File: src/tes_pkg.sv
`timescale 1ns / 1ps

package tes_pkg;

  // Series length limit and the widths that follow from it.
  localparam int MAX_TERMS = 32;
  localparam int CNT_W     = $clog2(MAX_TERMS + 1);
  localparam int DIV_W     = (MAX_TERMS > 2) ? $clog2(MAX_TERMS) : 1;

  // Fixed-point formats of the channels and the configuration register.
  localparam int FRAC_W = 16;
  localparam int X_W    = 21;
  localparam int SUM_W  = 41;
  localparam int CFG_W  = 6;

  // Term magnitude, product and accumulator widths.
  localparam int XMAG_W = X_W;
  localparam int MAG_W  = SUM_W - 1;
  localparam int PROD_W = MAG_W + XMAG_W;
  localparam int NUM_W  = PROD_W + 1 - FRAC_W;
  localparam int ACC_W  = MAG_W + CNT_W + 1;

  // Digit-serial divider by the term index: radix 16.
  localparam int DIGIT_W   = 4;
  localparam int RADIX     = 1 << DIGIT_W;
  localparam int NDIG      = (NUM_W + DIGIT_W - 1) / DIGIT_W;
  localparam int DIVD_W    = NDIG * DIGIT_W;
  localparam int DIG_CNT_W = (NDIG > 1) ? $clog2(NDIG) : 1;
  localparam int V_W       = DIV_W + DIGIT_W;

  // Commands from the controller to the datapath.
  typedef struct packed {
    logic             load_item;
    logic             acc;
    logic             mul;
    logic             div_load;
    logic             div_step;
    logic             clip;
    logic             load_out;
    logic [CNT_W-1:0] term_idx;
  } tes_cmd_t;

endpackage

File: src/tes_in_if.sv
`timescale 1ns / 1ps

interface tes_in_if;
  import tes_pkg::*;

  logic                  valid;
  logic                  ready;
  logic signed [X_W-1:0] x_value;

  modport source (output valid, output x_value, input ready);
  modport sink (input valid, input x_value, output ready);
endinterface

File: src/tes_out_if.sv
`timescale 1ns / 1ps

interface tes_out_if;
  import tes_pkg::*;

  logic                    valid;
  logic                    ready;
  logic signed [SUM_W-1:0] series_sum;
  logic                    saturated;

  modport source (output valid, output series_sum, output saturated, input ready);
  modport sink (input valid, input series_sum, input saturated, output ready);
endinterface

File: src/tes_datapath.sv
`timescale 1ns / 1ps

module tes_datapath (
  input  logic                           clk,
  input  logic signed [tes_pkg::X_W-1:0] x_value,
  input  tes_pkg::tes_cmd_t              cmd,
  output logic signed [tes_pkg::SUM_W-1:0] series_sum,
  output logic                           saturated
);
  import tes_pkg::*;

  localparam logic [MAG_W-1:0] MAG_MAX = {MAG_W{1'b1}};
  localparam logic signed [ACC_W-1:0] SUM_HI =
    {{(ACC_W - SUM_W + 1){1'b0}}, {(SUM_W - 1){1'b1}}};
  localparam logic signed [ACC_W-1:0] SUM_LO =
    {{(ACC_W - SUM_W + 1){1'b1}}, {(SUM_W - 1){1'b0}}};

  logic                    x_neg_r;
  logic [XMAG_W-1:0]       x_mag_r;
  logic [MAG_W-1:0]        mag_r;
  logic signed [ACC_W-1:0] sum_r;
  logic                    sat_r;
  logic [PROD_W-1:0]       prod_r;
  logic [DIVD_W-1:0]       dvd_r;
  logic [DIVD_W-1:0]       quo_r;
  logic [DIV_W-1:0]        rem_r;
  logic signed [SUM_W-1:0] out_sum_r;
  logic                    out_sat_r;

  logic [DIV_W-1:0]        divisor;
  logic [XMAG_W-1:0]       x_abs;
  logic [PROD_W:0]         num;
  logic [V_W-1:0]          step_v;
  logic [DIGIT_W-1:0]      qd;
  logic [V_W-1:0]          step_rem;
  logic signed [ACC_W-1:0] mag_ext;

  assign divisor = cmd.term_idx[DIV_W-1:0];
  assign x_abs   = x_value[X_W-1] ? (~x_value + XMAG_W'(1)) : x_value;
  assign mag_ext = $signed({{(ACC_W - MAG_W){1'b0}}, mag_r});

  // Rounding bias of half the divisor, then drop the fraction scale.
  assign num = {1'b0, prod_r} + ((PROD_W + 1)'(divisor) << (FRAC_W - 1));

  // One quotient digit per step: largest multiple of the divisor that fits.
  always_comb begin
    step_v = {rem_r, dvd_r[DIVD_W-1 -: DIGIT_W]};
    qd     = '0;
    for (int k = 1; k < RADIX; k++) begin
      if (step_v >= V_W'(k) * V_W'(divisor)) begin
        qd = DIGIT_W'(k);
      end
    end
    step_rem = step_v - V_W'(qd) * V_W'(divisor);
  end

  // Term recurrence, division and accumulation registers.
  always_ff @(posedge clk) begin
    if (cmd.load_item) begin
      x_neg_r <= x_value[X_W-1];
      x_mag_r <= x_abs;
      mag_r   <= MAG_W'(1) << FRAC_W;
      sum_r   <= '0;
      sat_r   <= 1'b0;
    end
    if (cmd.mul) begin
      prod_r <= PROD_W'(mag_r) * PROD_W'(x_mag_r);
    end
    if (cmd.div_load) begin
      dvd_r <= DIVD_W'(num[PROD_W:FRAC_W]);
      quo_r <= '0;
      rem_r <= '0;
    end
    if (cmd.div_step) begin
      dvd_r <= dvd_r << DIGIT_W;
      quo_r <= {quo_r[DIVD_W-DIGIT_W-1:0], qd};
      rem_r <= step_rem[DIV_W-1:0];
    end
    if (cmd.clip) begin
      if (quo_r > DIVD_W'(MAG_MAX)) begin
        mag_r <= MAG_MAX;
        sat_r <= 1'b1;
      end else begin
        mag_r <= quo_r[MAG_W-1:0];
      end
    end
    if (cmd.acc) begin
      // Odd terms of a negative argument are subtracted.
      if (x_neg_r && cmd.term_idx[0]) begin
        sum_r <= sum_r - mag_ext;
      end else begin
        sum_r <= sum_r + mag_ext;
      end
    end
  end

  // Output register with the final range clip.
  always_ff @(posedge clk) begin
    if (cmd.load_out) begin
      if (sum_r > SUM_HI) begin
        out_sum_r <= SUM_HI[SUM_W-1:0];
        out_sat_r <= 1'b1;
      end else if (sum_r < SUM_LO) begin
        out_sum_r <= SUM_LO[SUM_W-1:0];
        out_sat_r <= 1'b1;
      end else begin
        out_sum_r <= sum_r[SUM_W-1:0];
        out_sat_r <= sat_r;
      end
    end
  end

  assign series_sum = out_sum_r;
  assign saturated  = out_sat_r;

endmodule

File: src/tes_ctrl.sv
`timescale 1ns / 1ps

module tes_ctrl (
  input  logic                      clk,
  input  logic                      rst_n,
  input  logic                      cfg_wr_en,
  input  logic [tes_pkg::CFG_W-1:0] cfg_wr_data,
  input  logic                      in_valid,
  output logic                      in_ready,
  output logic                      out_valid,
  input  logic                      out_ready,
  output tes_pkg::tes_cmd_t         cmd
);
  import tes_pkg::*;

  localparam logic [2:0] S_IDLE   = 3'd0;
  localparam logic [2:0] S_ACC    = 3'd1;
  localparam logic [2:0] S_MUL    = 3'd2;
  localparam logic [2:0] S_LOAD   = 3'd3;
  localparam logic [2:0] S_DIV    = 3'd4;
  localparam logic [2:0] S_CLIP   = 3'd5;
  localparam logic [2:0] S_FINISH = 3'd6;

  logic [2:0]           state_r, state_nxt;
  logic [CFG_W-1:0]     term_count_r;
  logic [CNT_W-1:0]     n_r, n_nxt;
  logic [CNT_W-1:0]     term_idx_r, term_idx_nxt;
  logic [DIG_CNT_W-1:0] dig_cnt_r, dig_cnt_nxt;
  logic                 out_valid_r, out_valid_nxt;
  logic [CNT_W-1:0]     n_eff;
  logic [CNT_W-1:0]     idx_inc;

  // Counts above the limit run the full series.
  always_comb begin
    if (32'(term_count_r) > MAX_TERMS) begin
      n_eff = CNT_W'(MAX_TERMS);
    end else begin
      n_eff = CNT_W'(term_count_r);
    end
  end

  assign idx_inc = term_idx_r + CNT_W'(1);

  // Sequencer: per term multiply, round, divide digit by digit, clip, add.
  always_comb begin
    state_nxt     = state_r;
    n_nxt         = n_r;
    term_idx_nxt  = term_idx_r;
    dig_cnt_nxt   = dig_cnt_r;
    out_valid_nxt = out_valid_r && !out_ready;
    in_ready      = 1'b0;
    cmd           = '0;
    cmd.term_idx  = term_idx_r;
    unique case (state_r)
      S_IDLE: begin
        in_ready = 1'b1;
        if (in_valid) begin
          cmd.load_item = 1'b1;
          n_nxt         = n_eff;
          term_idx_nxt  = '0;
          state_nxt     = (n_eff == '0) ? S_FINISH : S_ACC;
        end
      end
      S_ACC: begin
        cmd.acc = 1'b1;
        if (idx_inc == n_r) begin
          state_nxt = S_FINISH;
        end else begin
          term_idx_nxt = idx_inc;
          state_nxt    = S_MUL;
        end
      end
      S_MUL: begin
        cmd.mul   = 1'b1;
        state_nxt = S_LOAD;
      end
      S_LOAD: begin
        cmd.div_load = 1'b1;
        dig_cnt_nxt  = '0;
        state_nxt    = S_DIV;
      end
      S_DIV: begin
        cmd.div_step = 1'b1;
        if (dig_cnt_r == DIG_CNT_W'(NDIG - 1)) begin
          dig_cnt_nxt = '0;
          state_nxt   = S_CLIP;
        end else begin
          dig_cnt_nxt = dig_cnt_r + DIG_CNT_W'(1);
        end
      end
      S_CLIP: begin
        cmd.clip  = 1'b1;
        state_nxt = S_ACC;
      end
      S_FINISH: begin
        // Wait here while the output register still holds an untaken result.
        if (!out_valid_r || out_ready) begin
          cmd.load_out  = 1'b1;
          out_valid_nxt = 1'b1;
          state_nxt     = S_IDLE;
        end
      end
      default: begin
        state_nxt = S_IDLE;
      end
    endcase
  end

  // Control registers.
  always_ff @(posedge clk) begin
    if (!rst_n) begin
      state_r     <= S_IDLE;
      n_r         <= '0;
      term_idx_r  <= '0;
      dig_cnt_r   <= '0;
      out_valid_r <= 1'b0;
    end else begin
      state_r     <= state_nxt;
      n_r         <= n_nxt;
      term_idx_r  <= term_idx_nxt;
      dig_cnt_r   <= dig_cnt_nxt;
      out_valid_r <= out_valid_nxt;
    end
  end

  // Term count register.
  always_ff @(posedge clk) begin
    if (!rst_n) begin
      term_count_r <= '0;
    end else if (cfg_wr_en) begin
      term_count_r <= cfg_wr_data;
    end
  end

  assign out_valid = out_valid_r;

`ifndef SYNTH
  a_empty_series: assert property (@(posedge clk) disable iff (!rst_n)
    (state_r == S_IDLE && in_valid && n_eff == '0) |=> state_r == S_FINISH)
    else $error("empty series did not go straight to finish");

  a_term_in_range: assert property (@(posedge clk) disable iff (!rst_n)
    state_r == S_ACC |-> term_idx_r < n_r)
    else $error("term index beyond latched term count");

  a_digit_idle: assert property (@(posedge clk) disable iff (!rst_n)
    state_r != S_DIV |-> dig_cnt_r == '0)
    else $error("digit counter left nonzero outside division");

  a_divisor_nonzero: assert property (@(posedge clk) disable iff (!rst_n)
    state_r == S_DIV |-> term_idx_r != '0)
    else $error("division by a zero term index");

  a_result_source: assert property (@(posedge clk) disable iff (!rst_n)
    $rose(out_valid_r) |-> $past(state_r) == S_FINISH)
    else $error("result appeared without a finish step");
`endif

endmodule

File: src/truncated_exp_series_unit.sv
`timescale 1ns / 1ps

// Truncated exponential series unit.
// The input channel in_ch carries one signed Q4.16 argument x_value per
// transaction; the result channel out_ch returns one transaction with the
// signed Q24.16 sum of x^i/i! for i below the term count, and a saturated
// flag set when a term or the sum was clipped to range.
// The term count is written through cfg_wr_en / cfg_wr_data; the user must
// write it only while the unit is idle; the unit itself does not enforce
// this. Counts above 32 run 32 terms, a count of 0 returns 0.
// One item is worked at a time. Each term after the first takes a multiply
// by |x|, a rounding add, 12 radix-16 steps of the divider by the term
// index, a clip and an accumulate.
// The finished result sits in an output register, so the next item is
// accepted while it waits; if the receiver still stalls when that next item
// finishes, the unit holds in its finish step until the register drains.
// Synchronous reset clears the term count to 0 and empties the unit.
module truncated_exp_series_unit (
  input  logic                      clk,
  input  logic                      rst_n,
  input  logic                      cfg_wr_en,
  input  logic [tes_pkg::CFG_W-1:0] cfg_wr_data,
  tes_in_if.sink                    in_ch,
  tes_out_if.source                 out_ch
);
  import tes_pkg::*;

  tes_cmd_t cmd;

  tes_ctrl u_ctrl (
    .clk         (clk),
    .rst_n       (rst_n),
    .cfg_wr_en   (cfg_wr_en),
    .cfg_wr_data (cfg_wr_data),
    .in_valid    (in_ch.valid),
    .in_ready    (in_ch.ready),
    .out_valid   (out_ch.valid),
    .out_ready   (out_ch.ready),
    .cmd         (cmd)
  );

  tes_datapath u_datapath (
    .clk        (clk),
    .x_value    (in_ch.x_value),
    .cmd        (cmd),
    .series_sum (out_ch.series_sum),
    .saturated  (out_ch.saturated)
  );

endmodule
File: src/flat_wrapper.sv
// flat-port wrapper written by rule: the top's interface ports become plain ports
module truncated_exp_series_unit_flat import tes_pkg::*;
  (clk, rst_n, cfg_wr_en, cfg_wr_data, in_ch_valid, in_ch_x_value, in_ch_ready, out_ch_valid, out_ch_series_sum, out_ch_saturated, out_ch_ready);
  tes_in_if in_ch_i ();
  tes_out_if out_ch_i ();
  input  logic clk;
  input  logic rst_n;
  input  logic cfg_wr_en;
  input  logic [tes_pkg::CFG_W-1:0] cfg_wr_data;
  input wire logic [$bits(in_ch_i.valid)-1:0] in_ch_valid;
  input wire logic [$bits(in_ch_i.x_value)-1:0] in_ch_x_value;
  output wire logic [$bits(in_ch_i.ready)-1:0] in_ch_ready;
  output wire logic [$bits(out_ch_i.valid)-1:0] out_ch_valid;
  output wire logic [$bits(out_ch_i.series_sum)-1:0] out_ch_series_sum;
  output wire logic [$bits(out_ch_i.saturated)-1:0] out_ch_saturated;
  input wire logic [$bits(out_ch_i.ready)-1:0] out_ch_ready;
  assign in_ch_i.valid = in_ch_valid;
  assign in_ch_i.x_value = in_ch_x_value;
  assign in_ch_ready = in_ch_i.ready;
  assign out_ch_valid = out_ch_i.valid;
  assign out_ch_series_sum = out_ch_i.series_sum;
  assign out_ch_saturated = out_ch_i.saturated;
  assign out_ch_i.ready = out_ch_ready;
  truncated_exp_series_unit u_core (.clk(clk), .rst_n(rst_n), .cfg_wr_en(cfg_wr_en), .cfg_wr_data(cfg_wr_data), .in_ch(in_ch_i), .out_ch(out_ch_i));
endmodule
File: config.mk
export PLATFORM = sky130hd
export DESIGN_NAME = truncated_exp_series_unit_flat
export DESIGN_NICKNAME = d
export VERILOG_FILES = /design/src/tes_pkg.sv /design/src/tes_in_if.sv /design/src/tes_out_if.sv /design/src/tes_datapath.sv /design/src/tes_ctrl.sv /design/src/truncated_exp_series_unit.sv /design/src/flat_wrapper.sv
export SDC_FILE = /design/constraint.sdc
export NUM_CORES = 2
export LEC_CHECK = 0
export ABC_AREA = 1
export BUFFER_PORTS_ARGS = -buffer_cell sky130_fd_sc_hd__buf_4
export CAP_MARGIN = 30
export CORE_MARGIN = 4
export CORE_UTILIZATION = 60
export CTS_BUF_LIST = sky130_fd_sc_hd__clkbuf_4 sky130_fd_sc_hd__clkbuf_8
export DETAILED_ROUTE_END_ITERATION = 10
export GPL_TIMING_DRIVEN = 0
export MAX_ROUTING_LAYER = met4
export PLACE_DENSITY = 0.81
export SLEW_MARGIN = 10
export SYNTH_ARGS = -nofsm -noshare
export SYNTH_HDL_FRONTEND = slang
export SYNTH_SLANG_ARGS = --single-unit
File: constraint.sdc
create_clock -name clk -period 11 [get_ports clk]
set_input_delay 0.55 -clock clk [delete_from_list [all_inputs] [get_ports clk]]
set_output_delay 0.55 -clock clk [all_outputs]
set_load 0.05 [all_outputs]
Yosys cells after proc, flatten, opt, wreduce, memory -nomap -nowiden:

Index checks and enable logic that the tools add are counted.
W data, S select, Z words.

* multiply operators: 13
* bitwise logic cells: 1
* multiplexer cells: 56
* reductions and logical operators: 16
* equal/unequal tests: 12
* $add $sub $neg: 7
* order comparisons: 19

Operators with widths (count)
* $mux W48: 4
* $mux W47: 3
* $mux W40: 3
* $ge A9 B9 Y1: 7
* $add A61 B20 Y62: 1
* $mul A40 B21 Y61: 1
* $mux W4: 13
* $gt A48 B40 Y1 const B: 1
* $add A47 B41 Y47: 1
* $gt A47 B41 Y1 const B: 1
* $lt A47 B41 Y1 const B: 1
* $sub A47 B41 Y47: 1
* $mux W41: 1
* $ge A9 B8 Y1: 4
* $mul A4 B5 Y9 const A: 4
* $mul A3 B5 Y8 const A: 4
* $add A21 B2 Y21 const B: 1
* $mul A2 B5 Y7 const A: 3
* $not A21 Y21: 1
* $pmux W3 S7: 1
* $mux W20: 1
* $ge A9 B7 Y1: 2
* $mux W6: 3
* $mux W1: 16
* other kinds (27): 46

* output and inout bits: 44
* input bits: 32
* register bits after elaboration: 340
* logic and storage cells: 143

Logic depth before layout (Yosys ltp):

* depth after elaboration: 19
* mapped depth: 43
* depth with buffers taken out: 43

Cells and area by module:

Synthesis repeated with hierarchy kept, for this count alone.

* cells, all modules: 6001
* area, all modules: 48524.0 sq um

Modules (own cells, without submodules)
* tes_datapath: seq. area each 8928.6 sq um, cells an instance 5790, area an instance 47066.4 sq um, instances 1
* tes_ctrl: seq. area each 520.5 sq um, cells an instance 211, area an instance 1457.6 sq um, instances 1

Worst setup path before layout:

OpenSTA, ideal clock, no wires.

* path kind: reg2reg
* start: register u_core.u_ctrl.term_idx_r[2]
* end: register u_core.u_datapath.rem_r[4] (data pin)
* data required time: 10747 ps
* clock period less this slack: 7122 ps
* stages on the path, launching flop included: 39
* arrival time: 6870 ps
* path buffers: 0
* path slack: 3878 ps
* setup time: 253 ps
* path through: dfxtp_1 -> fa_1 -> fa_1 -> inv_1 -> fa_1 -> or2_2 -> a31oi_1 -> a21o_1 -> a21oi_1 -> xor2_1 -> ha_1 -> inv_1 -> nor3_1 -> nand3_1 -> o2111ai_1 -> nor2_1 -> nand3_1 -> nor2_1 -> [... 3 more ...] -> fa_1 -> ha_1 -> fa_1 -> inv_1 -> ha_1 -> a21o_1 -> a31oi_1 -> nand3_1 -> nand2_1 -> inv_1 -> nand2_1 -> nand2_1 -> inv_1 -> nand3_1 -> nand2_1 -> nand2_1 -> nand2_1 -> nor2_1

* longest elaborated chain between the ends: 19
* elaborated cells on any way between the ends: 44
* classes of those cells: add/sub (1); mul (12); order compare (15); mux (16)

Ends and longest elaborated chain
* from (decl): RTL line tes_ctrl.sv:27 `logic [CNT_W-1:0] term_idx_r, term_idx_nxt;`
* from (signal assigned): RTL line tes_ctrl.sv:120 `term_idx_r <= term_idx_nxt;`
* parallel branches: the longest is 16 deep, another holds $ge A9 B7 Y1
* $mul A4 B5 Y5 *: RTL line tes_datapath.sv:54 `step_rem = step_v - V_W'(qd) * V_W'(divisor);`
* $sub A5 B5 Y5 *: RTL line tes_datapath.sv:54
* $mux W5 *: RTL line tes_datapath.sv:74 `if (cmd.div_step) begin`
* to (signal assigned): RTL line tes_datapath.sv:77 `rem_r <= step_rem[DIV_W-1:0];`
* to (decl): RTL line tes_datapath.sv:26 `logic [DIV_W-1:0] rem_r;`

Mark *: on every way between the ends.
A chain may end at the register's enable or synchronous reset.

Worst setup path after layout:

* start: register u_core.u_datapath.mag_r[28]
* end: register u_core.u_datapath.prod_r[60] (data pin)

* longest elaborated chain between the ends: 1

Ends and longest elaborated chain
* from (decl): RTL line tes_datapath.sv:20 `logic [MAG_W-1:0] mag_r;`
* from (signal assigned): RTL line tes_datapath.sv:62 `mag_r <= MAG_W'(1) << FRAC_W;`
* from (signal assigned): RTL line tes_datapath.sv:84 `mag_r <= quo_r[MAG_W-1:0];`
* $mul A40 B21 Y61: RTL line tes_datapath.sv:67 `prod_r <= PROD_W'(mag_r) * PROD_W'(x_mag_r);`
* to (signal assigned): RTL line tes_datapath.sv:67
* to (decl): RTL line tes_datapath.sv:23 `logic [PROD_W-1:0] prod_r;`

No other way between the ends.

==> impl_metrics.py <==
metrics = {
    "clock_network": {
        "clockBufferDepth": 3,
        "cts-hold-fix-buffers": 0,
        "cts_tree": "built",
        "insertion_delay_ns": 0.78,
        "htree_levels": 2,
        "numClockSinks": 325,
        "clkTransAtPathRegs_ns": 0.07,
        "postCtsSetupRepairBufs": 0,
        "ctsRootBufferMaster": "clkbuf_8",
        "cts_made_buffers": 56,
        "cts-resized-gates": 0,
    },
    "drt": {
        "num_vias": 41200,
        "post_drt_wl_per_cell_um": 21.0,
        "first_pass_iters": 8,
        "drt_iter0_drc": 3735,
        "drc": 0,
        "avgViaCountPerCell": 5.66,
        "wl_mm": 153,
        "antenna_left": 0,
    },
    "global_route": {
        "grt_pass1_vias": 41800,
        "grt_first_pass_wirelength_mm": 237,
        "grt-ovfl-total": 0,
        "antenna_found_initial": 6,
        "grt_max_degree": 58,
        "grtUsageTotal": 0.372,
    },
    "worst_setup_path": {
        "cp_max_fo": 10,
        "cp_slowest_cell": "clkbuf_1",
        "critical_path_class": "reg -> reg",
        "cp-start-kind": "flip-flop",
        "crit_path_end_kind": "flip-flop",
        "crit_required_ns": 11.43,
        "startpoint": "u_core.u_datapath.mag_r[28]",
        "worstPathArrival_ns": 9.03,
        "rr_worst_depth": 30,
        "regToRegStartpoint": "u_core.u_datapath.mag_r[28]",
        "critPathCapture": "u_core.u_datapath.prod_r[60]",
        "slowest_delay_ns": 0.79,
        "r2r-end": "u_core.u_datapath.prod_r[60]",
        "r2r_slack_ns": 2.40,
    },
    "worst_hold_path": {
        "hold_class": "in -> reg",
    },
    "sta": {
        "fin_ws_ns": 2.40,
        "hold_viol": 0,
        "setup_violations": 0,
        "layout_min_cycle_time_ns": 8.60,
        "fin_crit_sh": 0.782,
        "worstMarginPinSlew_ns": 1.08,
        "relSlewSlack": 0.278,
        "fin_setup_tns_ns": 0,
        "rsz0062_at_grt": "no",
        "timing.final.max_slew_violations": 0,
        "hold_slack_ns": 0.0639,
        "max_freq_ghz": 0.116,
        "skew_ns": 0.145,
    },
    "die": {
        "die_h_um": 293,
        "die-width_um": 293,
        "io_pins": 76,
        "dieArea_um2": 85600,
        "core_um2": 80400,
        "initial_core_util": 0.604,
        "rows": 104,
    },
    "logic_synthesis": {
        "synth_enable_flop_cells": 294,
        "synth_cell_type_count": 65,
        "synth_fp_nets": 7119,
        "yosysTopAreaCellShare": 0.307,
        "synth_area_um2": 48600,
        "synth_seq_area_share": 0.194,
        "async_flop_share": 0,
        "yosys_register_bits": 325,
        "ys_top_cells_by_count": "inv_1 (1496), nand2_1 (1427), fa_1 (744), nor2_1 (362), ha_1 (351)",
        "yosys.area.top_type": "fa_1",
        "ys_top_cells_by_area": "fa_1 (31%), edfxtp_1 (18%), inv_1 (12%), nand2_1 (11%), ha_1 (9.0%)",
        "syn_area_per_cell_um2": 8.11,
        "syn_inst": 5992,
        "synth_warnings": 0,
        "yosysMostFrequentCell": "inv_1",
        "synth_top_flop_cell": "edfxtp_1",
    },
    "placed_design": {
        "placed_area_um2": 50800,
        "dpl.hpwl_mm": 125,
        "gp_congestion": 1.07,
        "portBuffers": 75,
        "dp_slack_ns": 2.72,
    },
    "flow_run": {
        "cap_violations": 0,
    },
    "cells_and_area": {
        "synthToLayoutAreaGrowth_pct": 7.38,
        "fin_nets": 7281,
        "fin_area_um2": 52200,
        "drive_above_1_share": 0.0434,
    },
    "run_status": {
        "status": "completed",
    },
}
[final cells by class]
type	instances	area, um^2
flip-flops and latches	325	9450
inverters	1499	5630
diodes	9	22.5
clock inverters	31	285
well taps	1060	1330
plain buffers	245	947
clock buffers	75	920
repair buffers	104	983
multi-input cells	3923	32600
fillers	6942	28200
[sequential cells by signal, summed over array words and instances, names as in the netlist]
name	count
u_core.u_datapath.sat_r	1
u_core.u_ctrl.term_idx_r	6
u_core.u_ctrl.term_count_r	6
u_core.u_ctrl.out_valid	1
u_core.u_datapath.quo_r	48
u_core.u_datapath.x_neg_r	1
u_core.u_datapath.dvd_r	48
u_core.u_datapath.saturated	1
u_core.u_datapath.sum_r	47
u_core.u_ctrl.state_r	3
u_core.u_datapath.rem_r	5
u_core.u_datapath.series_sum	41
u_core.u_datapath.mag_r	40
u_core.u_datapath.x_mag_r	21
u_core.u_ctrl.n_r	6
u_core.u_ctrl.dig_cnt_r	4
u_core.u_datapath.prod_r	46
[layer usage]
layer	track usage	part of all wire
met5	-	0
met4	0.197	0.066
met3	0.0904	0.12
met2	0.572	0.45
met1	0.459	0.37
[through the flow]
step,cells,util
after detailed placement,7149,0.632
after global placement,7127,0.628
after global routing,7271,0.649
after floorplan,5992,-
final,7271,0.649
after CTS,7255,0.647
[worst min-delay path by stage]
stage | start | endpoint | slack (ns) | cells past startpoint
2_1_floorplan | u_core.u_ctrl.term_count_r[4] | u_core.u_ctrl.term_count_r[4] | 0.45 | 2
3_3_place_gp | u_core.u_ctrl.n_r[5] | u_core.u_ctrl.n_r[5] | 0.46 | 2
3_5_place_dp | u_core.u_ctrl.n_r[5] | u_core.u_ctrl.n_r[5] | 0.47 | 2
4_1_cts | cfg_wr_data[1] | u_core.u_ctrl.term_count_r[1] | 0.04 | 3
5_1_grt | cfg_wr_data[1] | u_core.u_ctrl.term_count_r[1] | 0.07 | 3
6_report | cfg_wr_data[1] | u_core.u_ctrl.term_count_r[1] | 0.06 | 3
[logic make-up (layout without fill, tap and decap cells)]
family          count (synthesis)  in the layout  share of synthesized area
simple gates                 2056           2056                      0.172
buf+inv                      1744           1954                      0.135
fa+ha+maj                    1095           1095                      0.397
compound gates                624            624                     0.0744
flops                         325            325                      0.194
xor+xnor                      148            148                     0.0268
other cells                     0              9                          0
[critical path, delay by kind of cell, from the launching register on]
family / cells / cell delay [ns]
fa+ha+maj: 8 / 4.19
buf+inv: 9 / 1.75
flops: 1 / 0.34
simple gates: 12 / 1.79
xor+xnor: 1 / 0.15
[cells in the final DEF, fill, tap and decap left out, types with 12 or more instances in the layout]
cell type / n
o21ai_1: 14
ha_1: 351
inv_1: 1495
clkbuf_4: 18
buf_4: 79
o21bai_1: 12
o211ai_1: 13
clkbuf_1: 228
a211oi_1: 15
edfxtp_1: 294
dfxtp_1: 31
o21a_1: 35
clkbuf_8: 57
nor4_1: 29
clkinv_1: 13
nand3_1: 93
xor2_1: 92
a21oi_1: 247
a21o_1: 15
nor3_1: 51
fa_1: 744
xnor2_1: 55
nand4_1: 30
o21ai_0: 178
a31oi_1: 35
nor2_1: 360
o31ai_1: 12
buf_6: 12
nand2_1: 1425
nor2_4: 12
Power is left out: the tool's default activity adds up to more than one toggle a clock period on the data nets, which glitch-free logic cannot reach.
